===== config.mk =====
export PLATFORM = sky130hd
export DESIGN_NAME = led_group_effect_timer
export DESIGN_NICKNAME = d
export VERILOG_FILES = /design/src/rtl/core/lget_pkg.sv /design/src/rtl/core/led_group_effect_timer.sv /design/src/rtl/core/lget_cfg.sv /design/src/rtl/core/lget_fx.sv
export SDC_FILE = /design/constraint.sdc
export NUM_CORES = 1
export LEC_CHECK = 0
export BUFFER_PORTS_ARGS = -buffer_cell sky130_fd_sc_hd__buf_2
export CAP_MARGIN = 10
export CORE_ASPECT_RATIO = 1.5
export CORE_UTILIZATION = 64
export DETAILED_ROUTE_END_ITERATION = 12
export PLACE_DENSITY = 0.84
export SYNTH_ARGS = -nofsm -noshare
export SYNTH_HDL_FRONTEND = slang
export SYNTH_SLANG_ARGS = --single-unit

===== constraint.sdc =====
create_clock -name clk -period 9.3 [get_ports clk]
set_clock_uncertainty 0.15 [all_clocks]
set_input_delay 0 -clock clk [delete_from_list [all_inputs] [get_ports clk]]
set_output_delay 0 -clock clk [all_outputs]
set_load 0.01 [all_outputs]

===== src/rtl/core/lget_pkg.sv =====
package lget_pkg;

  localparam int TimeW     = 32;
  localparam int ColorW    = 8;
  localparam int IntervalW = 16;
  localparam int CfgIdxW   = 3;
  localparam int CfgDataW  = 16;
  localparam int ModeW     = 2;

  localparam logic [ColorW-1:0] FadeStep = 8'd15;
  localparam logic [ColorW-1:0] LevelMax = 8'd255;

  typedef enum logic [ModeW-1:0] {
    MODE_OFF   = 2'd0,
    MODE_ON    = 2'd1,
    MODE_BLINK = 2'd2,
    MODE_FADE  = 2'd3
  } mode_t;

  localparam logic [CfgIdxW-1:0] REG_RED       = 3'd0;
  localparam logic [CfgIdxW-1:0] REG_GREEN     = 3'd1;
  localparam logic [CfgIdxW-1:0] REG_BLUE      = 3'd2;
  localparam logic [CfgIdxW-1:0] REG_INTENSITY = 3'd3;
  localparam logic [CfgIdxW-1:0] REG_MODE      = 3'd4;
  localparam logic [CfgIdxW-1:0] REG_INTERVAL  = 3'd5;

  typedef struct packed {
    logic [ColorW-1:0]    red;
    logic [ColorW-1:0]    green;
    logic [ColorW-1:0]    blue;
    logic [ColorW-1:0]    intensity;
    mode_t                mode;
    logic [IntervalW-1:0] interval;
  } cfg_t;

  typedef struct packed {
    logic [TimeW-1:0]  last_time;
    logic              blink_on;
    logic [ColorW-1:0] fade_level;
    logic              fade_rising;
  } fx_state_t;

  // blue in the top byte so red lands in the lowest bits of tdata
  typedef struct packed {
    logic [ColorW-1:0] blue;
    logic [ColorW-1:0] green;
    logic [ColorW-1:0] red;
  } rgb_t;

  // channel minus (255 - intensity), floored at zero
  function automatic logic [ColorW-1:0] dim_chan(input logic [ColorW-1:0] v,
                                                 input logic [ColorW-1:0] inten);
    logic [ColorW-1:0] d;
    d = LevelMax - inten;
    return (v > d) ? (v - d) : '0;
  endfunction

  // (v * (1 + level)) >> 8
  function automatic logic [ColorW-1:0] fade_chan(input logic [ColorW-1:0] v,
                                                  input logic [ColorW-1:0] lvl);
    logic [ColorW:0]     scale;
    logic [2*ColorW:0]   prod;
    scale = {1'b0, lvl} + {{ColorW{1'b0}}, 1'b1};
    prod  = {{(ColorW+1){1'b0}}, v} * {{ColorW{1'b0}}, scale};
    return prod[2*ColorW-1:ColorW];
  endfunction

endpackage


===== src/rtl/core/led_group_effect_timer.sv =====
// LED group effect timer. Each input beat carries a free-running millisecond
// timestamp; when at least interval_ms have passed since the last update the
// block emits one RGB beat (off, on, blink or fading blink, dimmed by
// intensity), otherwise the timestamp only updates the latest-seen time. One
// timestamp is taken every clock cycle unless a low out_tready stalls it; each
// result passes through the input register, then the result register. The
// effect state (last update time, blink phase, fade level) is updated as each
// timestamp leaves the input register. A result held by a low out_tready holds
// the input register and so the input. Configuration writes
// clear the fade state and restart the interval from the latest timestamp;
// they are expected only while no beat is in flight. Register indexes: 0 red,
// 1 green, 2 blue, 3 intensity, 4 effect mode, 5 interval; other indexes are
// ignored.
module led_group_effect_timer
  import lget_pkg::*;
(
  input  logic                clk,
  input  logic                rst_n,
  input  logic                cfg_we,
  input  logic [CfgIdxW-1:0]  cfg_index,
  input  logic [CfgDataW-1:0] cfg_data,
  input  logic                in_tvalid,
  output logic                in_tready,
  input  logic [TimeW-1:0]    in_tdata,   // [31:0] now_ms
  output logic                out_tvalid,
  input  logic                out_tready,
  output logic [3*ColorW-1:0] out_tdata   // [7:0] out_red, [15:8] out_green, [23:16] out_blue
);

  cfg_t      cfg;
  logic      cfg_hit;
  fx_state_t fx_r;
  fx_state_t fx_nxt;
  logic      fire;
  rgb_t      color;

  logic             s1_valid_r;
  logic [TimeW-1:0] s1_time_r;
  logic [TimeW-1:0] latest_time_r;
  logic             s1_go;
  logic             out_valid_r;
  rgb_t             out_data_r;

  lget_cfg u_cfg (
    .clk       (clk),
    .rst_n     (rst_n),
    .cfg_we    (cfg_we),
    .cfg_index (cfg_index),
    .cfg_data  (cfg_data),
    .cfg       (cfg),
    .cfg_hit   (cfg_hit)
  );

  lget_fx u_fx (
    .cfg   (cfg),
    .cur   (fx_r),
    .now   (s1_time_r),
    .fire  (fire),
    .nxt   (fx_nxt),
    .color (color)
  );

  assign s1_go     = s1_valid_r && (!out_valid_r || out_tready);
  assign in_tready = !s1_valid_r || s1_go;

  always_ff @(posedge clk) begin
    if (!rst_n) begin
      s1_valid_r <= 1'b0;
    end else if (in_tready) begin
      s1_valid_r <= in_tvalid;
    end
  end

  always_ff @(posedge clk) begin
    if (in_tvalid && in_tready) begin
      s1_time_r <= in_tdata;
    end
  end

  always_ff @(posedge clk) begin
    if (!rst_n) begin
      fx_r.last_time   <= '0;
      fx_r.blink_on    <= 1'b1;
      fx_r.fade_level  <= '0;
      fx_r.fade_rising <= 1'b1;
      latest_time_r    <= '0;
    end else if (cfg_hit) begin
      fx_r.last_time   <= latest_time_r;
      fx_r.fade_level  <= '0;
      fx_r.fade_rising <= 1'b1;
    end else if (s1_go) begin
      fx_r          <= fx_nxt;
      latest_time_r <= s1_time_r;
    end
  end

  always_ff @(posedge clk) begin
    if (!rst_n) begin
      out_valid_r <= 1'b0;
    end else if (s1_go && fire) begin
      out_valid_r <= 1'b1;
    end else if (out_tready) begin
      out_valid_r <= 1'b0;
    end
  end

  always_ff @(posedge clk) begin
    if (s1_go && fire) begin
      out_data_r <= color;
    end
  end

  assign out_tvalid = out_valid_r;
  assign out_tdata  = out_data_r;

  // config write restarts the fade
  a_cfg_clears_fade: assert property (@(posedge clk) disable iff (!rst_n)
    cfg_hit |=> (fx_r.fade_level == '0) && fx_r.fade_rising)
    else $error("fade state not cleared by config write");

  // off mode always yields black
  a_off_black: assert property (@(posedge clk) disable iff (!rst_n)
    (s1_go && fire && cfg.mode == MODE_OFF) |=> (out_tdata == '0))
    else $error("non-black beat in off mode");

  // a result only appears when an update fired
  a_valid_from_fire: assert property (@(posedge clk) disable iff (!rst_n)
    $rose(out_tvalid) |-> $past(s1_go && fire))
    else $error("result beat without an update");

endmodule


===== src/rtl/core/lget_cfg.sv =====
module lget_cfg
  import lget_pkg::*;
(
  input  logic                clk,
  input  logic                rst_n,
  input  logic                cfg_we,
  input  logic [CfgIdxW-1:0]  cfg_index,
  input  logic [CfgDataW-1:0] cfg_data,
  output cfg_t                cfg,
  output logic                cfg_hit
);

  cfg_t cfg_r;
  cfg_t cfg_nxt;
  logic hit;

  always_comb begin
    cfg_nxt = cfg_r;
    hit     = 1'b0;
    if (cfg_we) begin
      hit = 1'b1;
      unique case (cfg_index)
        REG_RED:       cfg_nxt.red       = cfg_data[ColorW-1:0];
        REG_GREEN:     cfg_nxt.green     = cfg_data[ColorW-1:0];
        REG_BLUE:      cfg_nxt.blue      = cfg_data[ColorW-1:0];
        REG_INTENSITY: cfg_nxt.intensity = cfg_data[ColorW-1:0];
        REG_MODE:      cfg_nxt.mode      = mode_t'(cfg_data[ModeW-1:0]);
        REG_INTERVAL:  cfg_nxt.interval  = cfg_data[IntervalW-1:0];
        default:       hit = 1'b0;  // unmapped index, no effect
      endcase
    end
  end

  always_ff @(posedge clk) begin
    if (!rst_n) begin
      cfg_r.red       <= '0;
      cfg_r.green     <= '0;
      cfg_r.blue      <= '0;
      cfg_r.intensity <= LevelMax;
      cfg_r.mode      <= MODE_OFF;
      cfg_r.interval  <= '0;
    end else begin
      cfg_r <= cfg_nxt;
    end
  end

  assign cfg     = cfg_r;
  assign cfg_hit = hit;

endmodule


===== src/rtl/core/lget_fx.sv =====
module lget_fx
  import lget_pkg::*;
(
  input  cfg_t             cfg,
  input  fx_state_t        cur,
  input  logic [TimeW-1:0] now,
  output logic             fire,
  output fx_state_t        nxt,
  output rgb_t             color
);

  logic [TimeW-1:0]  elapsed;
  logic [ColorW:0]   up_sum;
  logic [ColorW-1:0] lvl;
  rgb_t              dimmed;

  always_comb begin
    elapsed = now - cur.last_time;
    fire    = (elapsed >= {{(TimeW-IntervalW){1'b0}}, cfg.interval});

    dimmed.red   = dim_chan(cfg.red,   cfg.intensity);
    dimmed.green = dim_chan(cfg.green, cfg.intensity);
    dimmed.blue  = dim_chan(cfg.blue,  cfg.intensity);

    up_sum = {1'b0, cur.fade_level} + {1'b0, FadeStep};
    if (cur.fade_rising) begin
      lvl = up_sum[ColorW] ? LevelMax : up_sum[ColorW-1:0];
    end else begin
      lvl = (cur.fade_level < FadeStep) ? '0 : (cur.fade_level - FadeStep);
    end

    nxt   = cur;
    color = '0;
    if (fire) begin
      nxt.last_time = now;
      unique case (cfg.mode)
        MODE_OFF: color = '0;
        MODE_ON:  color = dimmed;
        MODE_BLINK: begin
          nxt.blink_on = !cur.blink_on;
          color        = nxt.blink_on ? dimmed : '0;
        end
        MODE_FADE: begin
          nxt.fade_level = lvl;
          if (lvl == LevelMax || lvl == '0) begin
            nxt.fade_rising = !cur.fade_rising;
          end
          color.red   = fade_chan(dimmed.red,   lvl);
          color.green = fade_chan(dimmed.green, lvl);
          color.blue  = fade_chan(dimmed.blue,  lvl);
        end
        default: color = '0;
      endcase
    end
  end

endmodule


**Word level (Yosys, flattened, before mapping)**

Cells that the tools add are included.

- Register bits after elaboration: 182
- Input bits: 56
- Memories kept: 0
- Word-level logic and storage cells: 91
- Memory bits (read-only): 0
- Memory bits (writable): 0
- Bits in latches: 0

- Bitwise operators: 2
- Divide/modulo/power cells: 0
- Equal/unequal tests: 9
- Mux-type cells: 18
- Shift operators: 0
- Multipliers: 3
- Order comparisons: 5
- Add/subtract/negate cells: 8
- Reductions and logical operators: 29

Operators with widths:

| operator | count |
|---|---|
| 24-bit case mux with 4 select lines | 1 |
| 42-bit 2-to-1 mux | 2 |
| 8-bit by 9-bit multiplier with 16-bit output | 3 |
| 8-bit 2-to-1 mux | 6 |
| 32-bit by 16-bit >= comparator with 1-bit output | 1 |
| 32-bit 2-to-1 mux | 1 |
| 32-bit subtractor | 1 |
| 8-bit > comparator | 3 |
| 24-bit 2-to-1 mux | 1 |
| 8-bit subtractor | 3 |
| 2-bit AND reduction | 8 |
| 8-bit by 1-bit adder with 9-bit output, second input constant | 1 |
| 8-bit by 4-bit adder with 9-bit output, second input constant | 1 |
| 9-bit 2-to-1 mux | 1 |
| 8-bit == test, second input constant | 1 |
| 8-bit zero test | 1 |
| 8-bit by 4-bit less-than comparator with 1-bit output, second input constant | 1 |
| 4-bit AND reduction | 2 |
| 8-bit by 4-bit subtractor with 8-bit output, second input constant | 1 |
| 8-bit subtractor, first input constant | 1 |
| 3-bit by 2-bit == test with 1-bit output, second input constant | 2 |
| 3-bit == test, second input constant | 2 |
| 1-bit 2-to-1 mux | 6 |
| 2-bit nonzero test | 3 |
| other kinds (12) | 21 |

**Longest topological paths before layout**

Gate-level depths: netlist (run 1).

- Depth after elaboration: 10
- Gate-level depth with buffers: 31
- Gate-level depth less buffers: 30

**Hierarchy**

Synthesis (run 1) repeated with hierarchy kept, for this count alone.

- Cell total of the unflattened synthesis: 2119
- Area total of the unflattened synthesis: 18149.9 µm²

By module, submodules not included:

| module | area each (µm²) | cells each | times used | sequential area each (µm²) |
|---|---|---|---|---|
| lget_fx | 11295.8 | 1484 | 1 | 0.0 |
| led_group_effect_timer | 4890.9 | 440 | 1 | 3203.1 |
| lget_cfg | 1963.1 | 195 | 1 | 1001.0 |

**Worst setup path after synthesis (run 1)**

No wires, ideal clock.

- Path kind: register to register
- Start point: register fx_r[1] (netlist name)
- End point: register out_data_r (netlist bit out_tdata[7]), data pin
- Data arrival time: 7.331 ns
- Cell stages (with the launch flop): 31
- Path buffers: 3
- Data required time: 8.998 ns
- Slack: 1.667 ns
- Path through: dfxtp_1 > clkbuf_1 > inv_1 > ha_1 > nor3b_1 > nor2_1 > nand2_1 > a21oi_1 > clkbuf_1 > ha_1 > inv_1 > a311o_1 > nand2b_1 > xnor2_1 > clkbuf_1 > nor2_1 > fa_1 > fa_1 > fa_1 > inv_1 > fa_1 > inv_1 > ha_1 > a21o_1 > a21o_1 > a221o_1 > nand4_1 > nand4b_1 > xnor2_1 > or4_1 > a31oi_1

- Longest elaborated chain between the ends: 6
- Elaborated cells between the ends (all ways): 9
- Those cells by class: add/sub (3); mul (1); order compare (1); mux (4)

Ends and longest elaborated chain:

| what | line | RTL |
|---|---|---|
| start: declaration | led_group_effect_timer.sv:32 | `fx_state_t fx_r;` |
| start signal: assignment | led_group_effect_timer.sv:92 | `fx_r <= fx_nxt;` |
| 8-bit by 4-bit subtractor with 8-bit output (tied with other cells) | lget_fx.sv:29 | `lvl = (cur.fade_level < FadeStep) ? '0 : (cur.fade_level - FadeStep);` |
| 8-bit 2-to-1 mux (on tied branches) | lget_fx.sv:29, lget_fx.sv:27 |  |
| 8-bit 2-to-1 mux * | lget_fx.sv:26 | `if (cur.fade_rising) begin` |
| named net u_fx.lvl[0] | lget_fx.sv:14 | `logic [ColorW-1:0] lvl;` |
| 8-bit by 1-bit adder with 9-bit output * | lget_pkg.sv:63 | `scale = {1'b0, lvl} + {{ColorW{1'b0}}, 1'b1};` |
| 8-bit by 9-bit multiplier with 16-bit output * | lget_pkg.sv:64 | `prod = {{(ColorW+1){1'b0}}, v} * {{ColorW{1'b0}}, scale};` |
| 24-bit case mux with 4 select lines * | lget_fx.sv:36 | `unique case (cfg.mode)` |
| end signal: assignment | led_group_effect_timer.sv:109 | `out_data_r <= color;` |
| end: declaration | led_group_effect_timer.sv:42 | `rgb_t out_data_r;` |

Mark *: on every way through the listed nets, which the timed path passes. The rest lies on a longest branch.
A chain may end at the register's enable or synchronous reset.

**Worst setup path after layout (run 1)**

- Start point: register fx_r[1] (netlist name)
- End point: register out_data_r (netlist bit out_tdata[13]), data pin

- Longest elaborated chain between the ends: 6
- Elaborated cells between the ends (all ways): 9
- Those cells by class: add/sub (3); mul (1); order compare (1); mux (4)

Ends and longest elaborated chain:

| what | line |
|---|---|
| 8-bit by 4-bit subtractor with 8-bit output (tied with other cells) | lget_fx.sv:29 |
| 8-bit 2-to-1 mux (on tied branches) | lget_fx.sv:29, lget_fx.sv:27 |
| 8-bit 2-to-1 mux * | lget_fx.sv:26 |
| 8-bit by 1-bit adder with 9-bit output * | lget_pkg.sv:63 |
| 8-bit by 9-bit multiplier with 16-bit output * | lget_pkg.sv:64 |
| 24-bit case mux with 4 select lines * | lget_fx.sv:36 |

Mark *: on every way between the ends. The rest lies on a longest branch, timed or not.

==> summary.md, run 1 <==
| Metric | Value |
|---|---|
| Status | `finished, final reports clean` |
| Worst vdd ir | `about 0.00013 V` |
| Fin cells | `approximately 2400` |
| DR vias | `~15000` |
| Number of synthesized register bits | `182` |
| Tcrit/Tclk final | `between 90% and 100%` |
| CP endpoint kind | `flop` |
| Worst-margin pin slew | `between 1 and 1.5 ns` |
| Top FF cell, synth | `dfxtp_1` |
| Count of different cell masters after synthesis | `between 70 and 80` |
| Worst setup SP type | `flop` |
| Setup TNS | `0 ns` |
| Final setup viols | `0` |
| NetSw | `0.6982 mW` |
| Overflow after GRT | `0` |
| Iter 0 DRT Violations | `around 900` |
| Setup Buffers After CTS | `0` |
| Layout cell share with drive strength beyond 1 | `7.892%` |
| CTS Buf Count | `17` |
| Clk root buf | `clkbuf_16` |
| Clock latency on the worst-skew pair | `between 0.4 and 0.5 ns` |
| Synth warn | `0` |
| Chip Height | `between 200 and 250 µm` |
| Clock Sinks | `roughly 180` |
| Synth top area share | `roughly 15%` |
| Placed cells | `2357` |
| Sw Ratio | `between 30% and 40%` |
| ANT nets after route | `0` |
| Die area | `between 20000 and 30000 µm²` |
| I/O Buffers | `~80` |
| Largest area contributor in the netlist | `dfxtp_1` |
| Clock share of power | `about 34%` |
| Most common cell after layout, fill and taps aside | `nand2_1` |
| Pwr dens | `between 100 and 150 nW/µm²` |
| Post-Syn Nets | `2365` |
| Logic pwr share | `between 20% and 30%` |
| Vias in the first global route | `about 16000` |
| NumNets Final | `about 2500` |
| Fmax achieved | `between 100 and 150 MHz` |
| Max-capacitance violation count | `0` |
| CTS tree | `yes` |
| Hold Path Class | `in2reg` |
| Most frequent cells in the layout | `nand2_1 (279), nor2_1 (270), inv_1 (212)` |
| Worst-path clk slew | `around 0.07 ns` |
| Initial antenna violation count | `0` |
| Post-synthesis sequential area ratio | `between 20 and 25%` |
| GRT Util Overall | `35.05%` |
| Post-route cell area | `between 15000 and 20000 µm²` |
| Drt first pass iters | `5` |
| GP Congestion | `0.9781` |
| WL per Instance | `18.57 µm` |
| Ys async rst share | `0%` |
| DRC Markers | `0` |
| Initial Util | `between 60% and 70%` |
| Leak | `8.187 nW` |
| Cts repair resizes | `0` |
| Slew margin rel. | `under 10%` |
| DP Area | `17590 µm²` |
| # diodes | `0` |
| H-tree depth | `4` |
| Sequential share of power | `about 40%` |
| Slew Viols, Final | `0` |
| Synth Instances | `2014` |
| P_int | `between 1 and 1.5 mW` |
| Layout area overhead | `10.76%` |
| Final hold vios | `0` |
| Worst slack, placed | `between 1 and 1.5 ns` |
| # hold bufs at CTS | `60` |
| Crit Path Max Fanout | `17` |
| Post-detail-place hpwl | `approximately 33000 µm` |
| Cell area after synthesis | `approximately 17000 µm²` |
| Rows | `72` |
| Core area | `roughly 26000 µm²` |
| First-pass GRT wire length | `approximately 75000 µm` |
| Fin worst setup slack | `0.6648 ns` |
| Ranking of synthesized cells by area | `dfxtp_1 (15%), fa_1 (15%), ha_1 (13%)` |
| Worst Path Arrival | `between 8 and 9 ns` |
| Largest net degree at the start of global routing | `roughly 120` |
| Die W | `approximately 130 µm` |
| Routed vias/inst | `around 6` |
| RSZ-0062 raised after global routing | `no` |
| Total power | `between 2 and 2.5 mW` |
| Total wire length | `45470 µm` |
| CTS max path bufs | `2` |
| Ports | `around 80` |
| Setup CP Type | `reg2reg` |
| Post-synth EDFFs | `56` |
| Tmin final | `8.635 ns` |
| CP required | `9.33 ns` |
| WHS | `about 0.11 ns` |
| Syn_area_per_cell | `8.417 µm²` |
| Final core utilization | `between 70 and 80%` |
==> power groups by stage <==
stage | logic (mW) | registers [mW] | clock network, mW
finish | 0.556 | 0.870 | 0.738
global route | 0.615 | 0.873 | 0.773
CTS | 0.546 | 0.869 | 0.747
detailed placement | 0.524 | 0.887 | 0
global placement | 0.507 | 0.885 | 0
floorplan | 0.384 | 0.884 | 0
==> final cells by class <==
cell class	instances	area, µm²
Multi-Input combinational cell	1530	11630
Fill cell	2001	7169
Sequential cell	182	4204
Timing Repair Buffer	159	1141
Inverter	213	799.5
Clock buffer	20	436.7
Tap cell	333	416.7
Clock inverter	12	146.4
==> worst paths after layout <==
path                                         from                end  slack [ns]  cells past startpoint
worst min-delay path                  in_tdata[1]       s1_time_r[1]        0.11                      2
worst min register to register  latest_time_r[28]  latest_time_r[28]        0.32                      2
worst max-delay path                      fx_r[1]      out_tdata[13]        0.66                     27
worst max register to register            fx_r[1]      out_tdata[13]        0.66                     27
==> metal layers <==
| metal | vias to the layer above | global-route usage, % | share of wire [%] |
|---|---|---|---|
| li1 | 7041 | - | - |
| met1 | 7170 | 36.32 | 36 |
| met2 | 595 | 64.29 | 52 |
| met3 | 188 | 5.115 | 5.1 |
| met4 | 0 | 23.48 | 6.3 |
| met5 | - | 0 | 0 |
==> flip-flops by register name, indices dropped and copies added (netlist names) <==
signal	flops
latest_time_r	32
out_tdata	24
s1_valid_r	1
u_cfg.cfg	50
s1_time_r	32
out_tvalid	1
fx_r	42
==> critical path, stage by stage (launching register included) <==
cell	delay (ns)
dfxtp_1	0.58
inv_1	0.09
ha_1	0.24
nor3b_1	0.21
nor2_1	0.19
nand2_1	0.08
a21oi_1	0.15
buf_4	0.25
ha_1	0.18
inv_1	0.07
a311o_1	0.33
nand2b_1	0.21
xnor2_2	0.72
buf_4	0.29
nor2_1	0.08
fa_1	0.56
fa_1	0.46
fa_1	0.54
inv_1	0.05
fa_1	0.53
inv_1	0.05
ha_1	0.33
nand2_1	0.10
o311ai_0	1.15
nand2_1	0.25
o21ai_0	0.28
o32a_1	0.19
nor2_1	0.04
==> synth_stat cells (4+ instances only) <==
cell	instances
a221o_1	4
nand4_1	16
o31ai_1	9
mux2i_1	5
edfxtp_1	56
o311a_1	34
a221oi_1	4
dfxtp_1	126
and4_1	4
o211a_1	5
o31a_1	5
ha_1	171
nand3_1	43
o211ai_1	6
and2_1	9
o2111ai_1	5
a21boi_0	76
or3_1	6
inv_1	212
a31oi_1	7
nand2b_1	18
buf_1	9
nor4_1	7
or4_1	6
a211oi_1	10
or2_2	24
nor3_1	19
o21a_1	13
nor2b_1	19
a22oi_1	8
a21o_1	26
o21ai_0	41
xnor2_1	50
clkbuf_1	72
buf_2	4
o21bai_1	7
and3_1	5
fa_1	124
o221ai_1	30
nor2_1	272
nand2_1	279
xor2_1	29
a21oi_1	90
==> logic make-up (layout without fill, tap and decap cells) <==
kind of cell	count (synthesis)	count (layout)	share of synthesized area (%)
muxes	8	8	0.5610
xor gates and xnor gates	79	79	4.082
adders and majority gates	295	295	27.27
buffers and inverters	302	404	6.828
DFF	182	182	24.80
AOI/OAI and AO/OA	411	411	17.52
and+or+nand+nor	737	737	18.95
Note: power is estimated with default switching activity, not from simulation.
==> inputs of run 2 (changes only) <==
- PLACE_DENSITY: 0.84 -> not set
- PLACE_DENSITY_LB_ADDON: not set -> 0.12
==> run 2 against run 1 <==
  * Sequential cell count is the same
  * Die area is the same
  * Register-to-register slack gained 0.55 ns
  * Clock power grew 0.5%
  * Largest cell class unchanged
  * Largest power group unchanged
==> summary.md, run 2 (same netlist as run 1, synthesis figures left out) <==
| Metric | Value |
|---|---|
| Slew margin rel. | `27.59% (+25 points)` |
| DR vias | `14690 (-2.0%)` |
| Worst slack, placed | `1.326 ns (+0.004220 ns)` |
| Rows | `72 (unchanged)` |
| DP Area | `17600 µm² (about the same)` |
| Crit path top cell by count | `inv_1` |
| Post-route cell area | `18780 µm² (about the same)` |
| Setup Buffers After CTS | `0 (unchanged)` |
| Pwr dens | `114.9 nW/µm² (-0.25%)` |
| Fin worst setup slack | `1.214 ns (+0.5489 ns)` |
| CP endpoint kind | `flop` |
| RSZ-0062 raised after global routing | `no` |
| Slowest CP cell | `nor3b_1` |
| Setup TNS | `0 ns (unchanged)` |
| Tmin final | `8.086 ns (-0.5489 ns)` |
| Flop2flop setup slack | `1.21 ns (+0.55 ns)` |
| CP required | `9.45 ns (+0.12 ns)` |
| Total wire length | `43030 µm (-5.4%)` |
| Core area | `25940 µm² (unchanged)` |
| Slew Viols, Final | `0 (unchanged)` |
| Die area | `27150 µm² (unchanged)` |
| GP Congestion | `0.9975 (+2.0%)` |
| GRT Util Overall | `33.21% (-1.8 points)` |
| Chip Height | `201.3 µm (unchanged)` |
| Overflow after GRT | `0 (unchanged)` |
| Layout area overhead | `10.81% (about the same)` |
| Max-capacitance violation count | `0 (unchanged)` |
| Worst-margin pin slew | `1.086 ns (-0.3505 ns)` |
| Worst-path clk slew | `0.08 ns (about the same)` |
| Initial Util | `65.34% (unchanged)` |
| Clock latency on the worst-skew pair | `0.46 ns (about the same)` |
| Worst vdd ir | `0.0001712 V (+28%)` |
| Drt first pass iters | `5 (unchanged)` |
| Clk root buf | `clkbuf_16` |
| ANT nets after route | `0 (unchanged)` |
| Crit Path Max Fanout | `24 (+7)` |
| NumNets Final | `2453 (-0.041%)` |
| Ports | `82 (unchanged)` |
| WHS | `0.09706 ns (-0.01322 ns)` |
| Leak | `8.193 nW (about the same)` |
| CP peak stage delay | `0.63 ns (-0.52 ns)` |
| Fill cells | `2054 (+2.6%)` |
| CTS Buf Count | `17 (unchanged)` |
| Tcrit/Tclk final | `86.95% (-5.9 points)` |
| Routed vias/inst | `6.000 (-2.0%)` |
| Final hold vios | `0 (unchanged)` |
| Worst Path Arrival | `8.23 ns (-0.43 ns)` |
| CTS max path bufs | `2 (unchanged)` |
| Register area | `4204 µm² (unchanged)` |
| Initial antenna violation count | `0 (unchanged)` |
| Setup CP Type | `reg2reg` |
| Post-detail-place hpwl | `32530 µm (-2.0%)` |
| Final setup viols | `0 (unchanged)` |
| Max reg flops | `50 (unchanged)` |
| Fmax achieved | `123.7 MHz (+6.8%)` |
| I/O Buffers | `81 (unchanged)` |
| First-pass GRT wire length | `71310 µm (-4.9%)` |
| Most frequent cells in the layout | `nand2_1 (279), nor2_1 (270), inv_1 (212)` |
| WL per Instance | `17.58 µm (-5.3%)` |
| CTS tree | `yes` |
| Iter 0 DRT Violations | `662 (-28%)` |
| Status | `finished, final reports clean` |
| # hold bufs at CTS | `58 (-3.3%)` |
| Vias in the first global route | `14990 (-4.3%)` |
| Final core utilization | `72.40% (about the same)` |
| H-tree depth | `4 (unchanged)` |
| Multi-input logic area | `11630 µm² (unchanged)` |
| Hold Path Class | `in2reg` |
| Die W | `134.9 µm (unchanged)` |
| Clock Sinks | `182 (unchanged)` |
| # diodes | `0 (unchanged)` |
| Layout cell share with drive strength beyond 1 | `8.132% (+0.24 points)` |
| Worst setup SP type | `flop` |
| Most common cell after layout, fill and taps aside | `nand2_1` |
| DRC Markers | `0 (unchanged)` |
| Largest net degree at the start of global routing | `118 (-0.84%)` |
| Cts repair resizes | `0 (unchanged)` |
==> run 2: power by group <==
| part | total (mW) | internal (mW) | leakage, nW | switching (mW) |
|---|---|---|---|---|
| combinational | 0.549 | 0.213 | 6.34 | 0.336 |
| sequential | 0.868 | 0.850 | 1.56 | 0.0182 |
| clock | 0.742 | 0.376 | 0.289 | 0.366 |
==> run 2: final timing paths <==
kind | cells after the start | startpoint | end
setup / recovery | 30 | fx_r[1] | out_tdata[7]
hold / removal | 2 | in_tdata[8] | s1_time_r[8]
setup reg to reg | 30 | fx_r[1] | out_tdata[7]
hold reg to reg | 2 | latest_time_r[6] | latest_time_r[6]
==> run 2: through the flow <==
| step | power [mW] | instances |
|---|---|---|
| after floorplan | 1.268 | 2014 |
| after global placement | 1.398 | 2358 |
| after detailed placement | 1.411 | 2358 |
| after CTS | 2.166 | 2448 |
| after global routing | 2.264 | 2448 |
| final | 2.159 | 2448 |
==> run 2: cell type report <==
class,instances,share of cell area (%)
Clock inverter,14,0.8127
Tap cell,333,2.218
Multi-Input combinational cell,1530,61.92
Sequential cell,182,22.38
Timing Repair Buffer,158,6.009
Clock buffer,18,2.398
Inverter,213,4.257
==> run 2: layer usage <==
layer  vias up  part of all wire (%)  global-route usage [%]
li1       7037                     -                       -
met4         0                   5.8                   19.58
met1      7041                    37                   35.04
met3       165                   3.9                   4.182
met2       445                    53                   61.91
met5         -                     0                       0
==> run 2: critical path, delay by kind of cell, from the launching register on <==
kind / cells / cell delay [ns]
AOI/OAI and AO/OA: 9 / 2.17
xor gates and xnor gates: 2 / 0.18
adders and majority gates: 7 / 2.69
buffers and inverters: 7 / 0.70
DFF: 1 / 0.43
and+or+nand+nor: 5 / 1.62
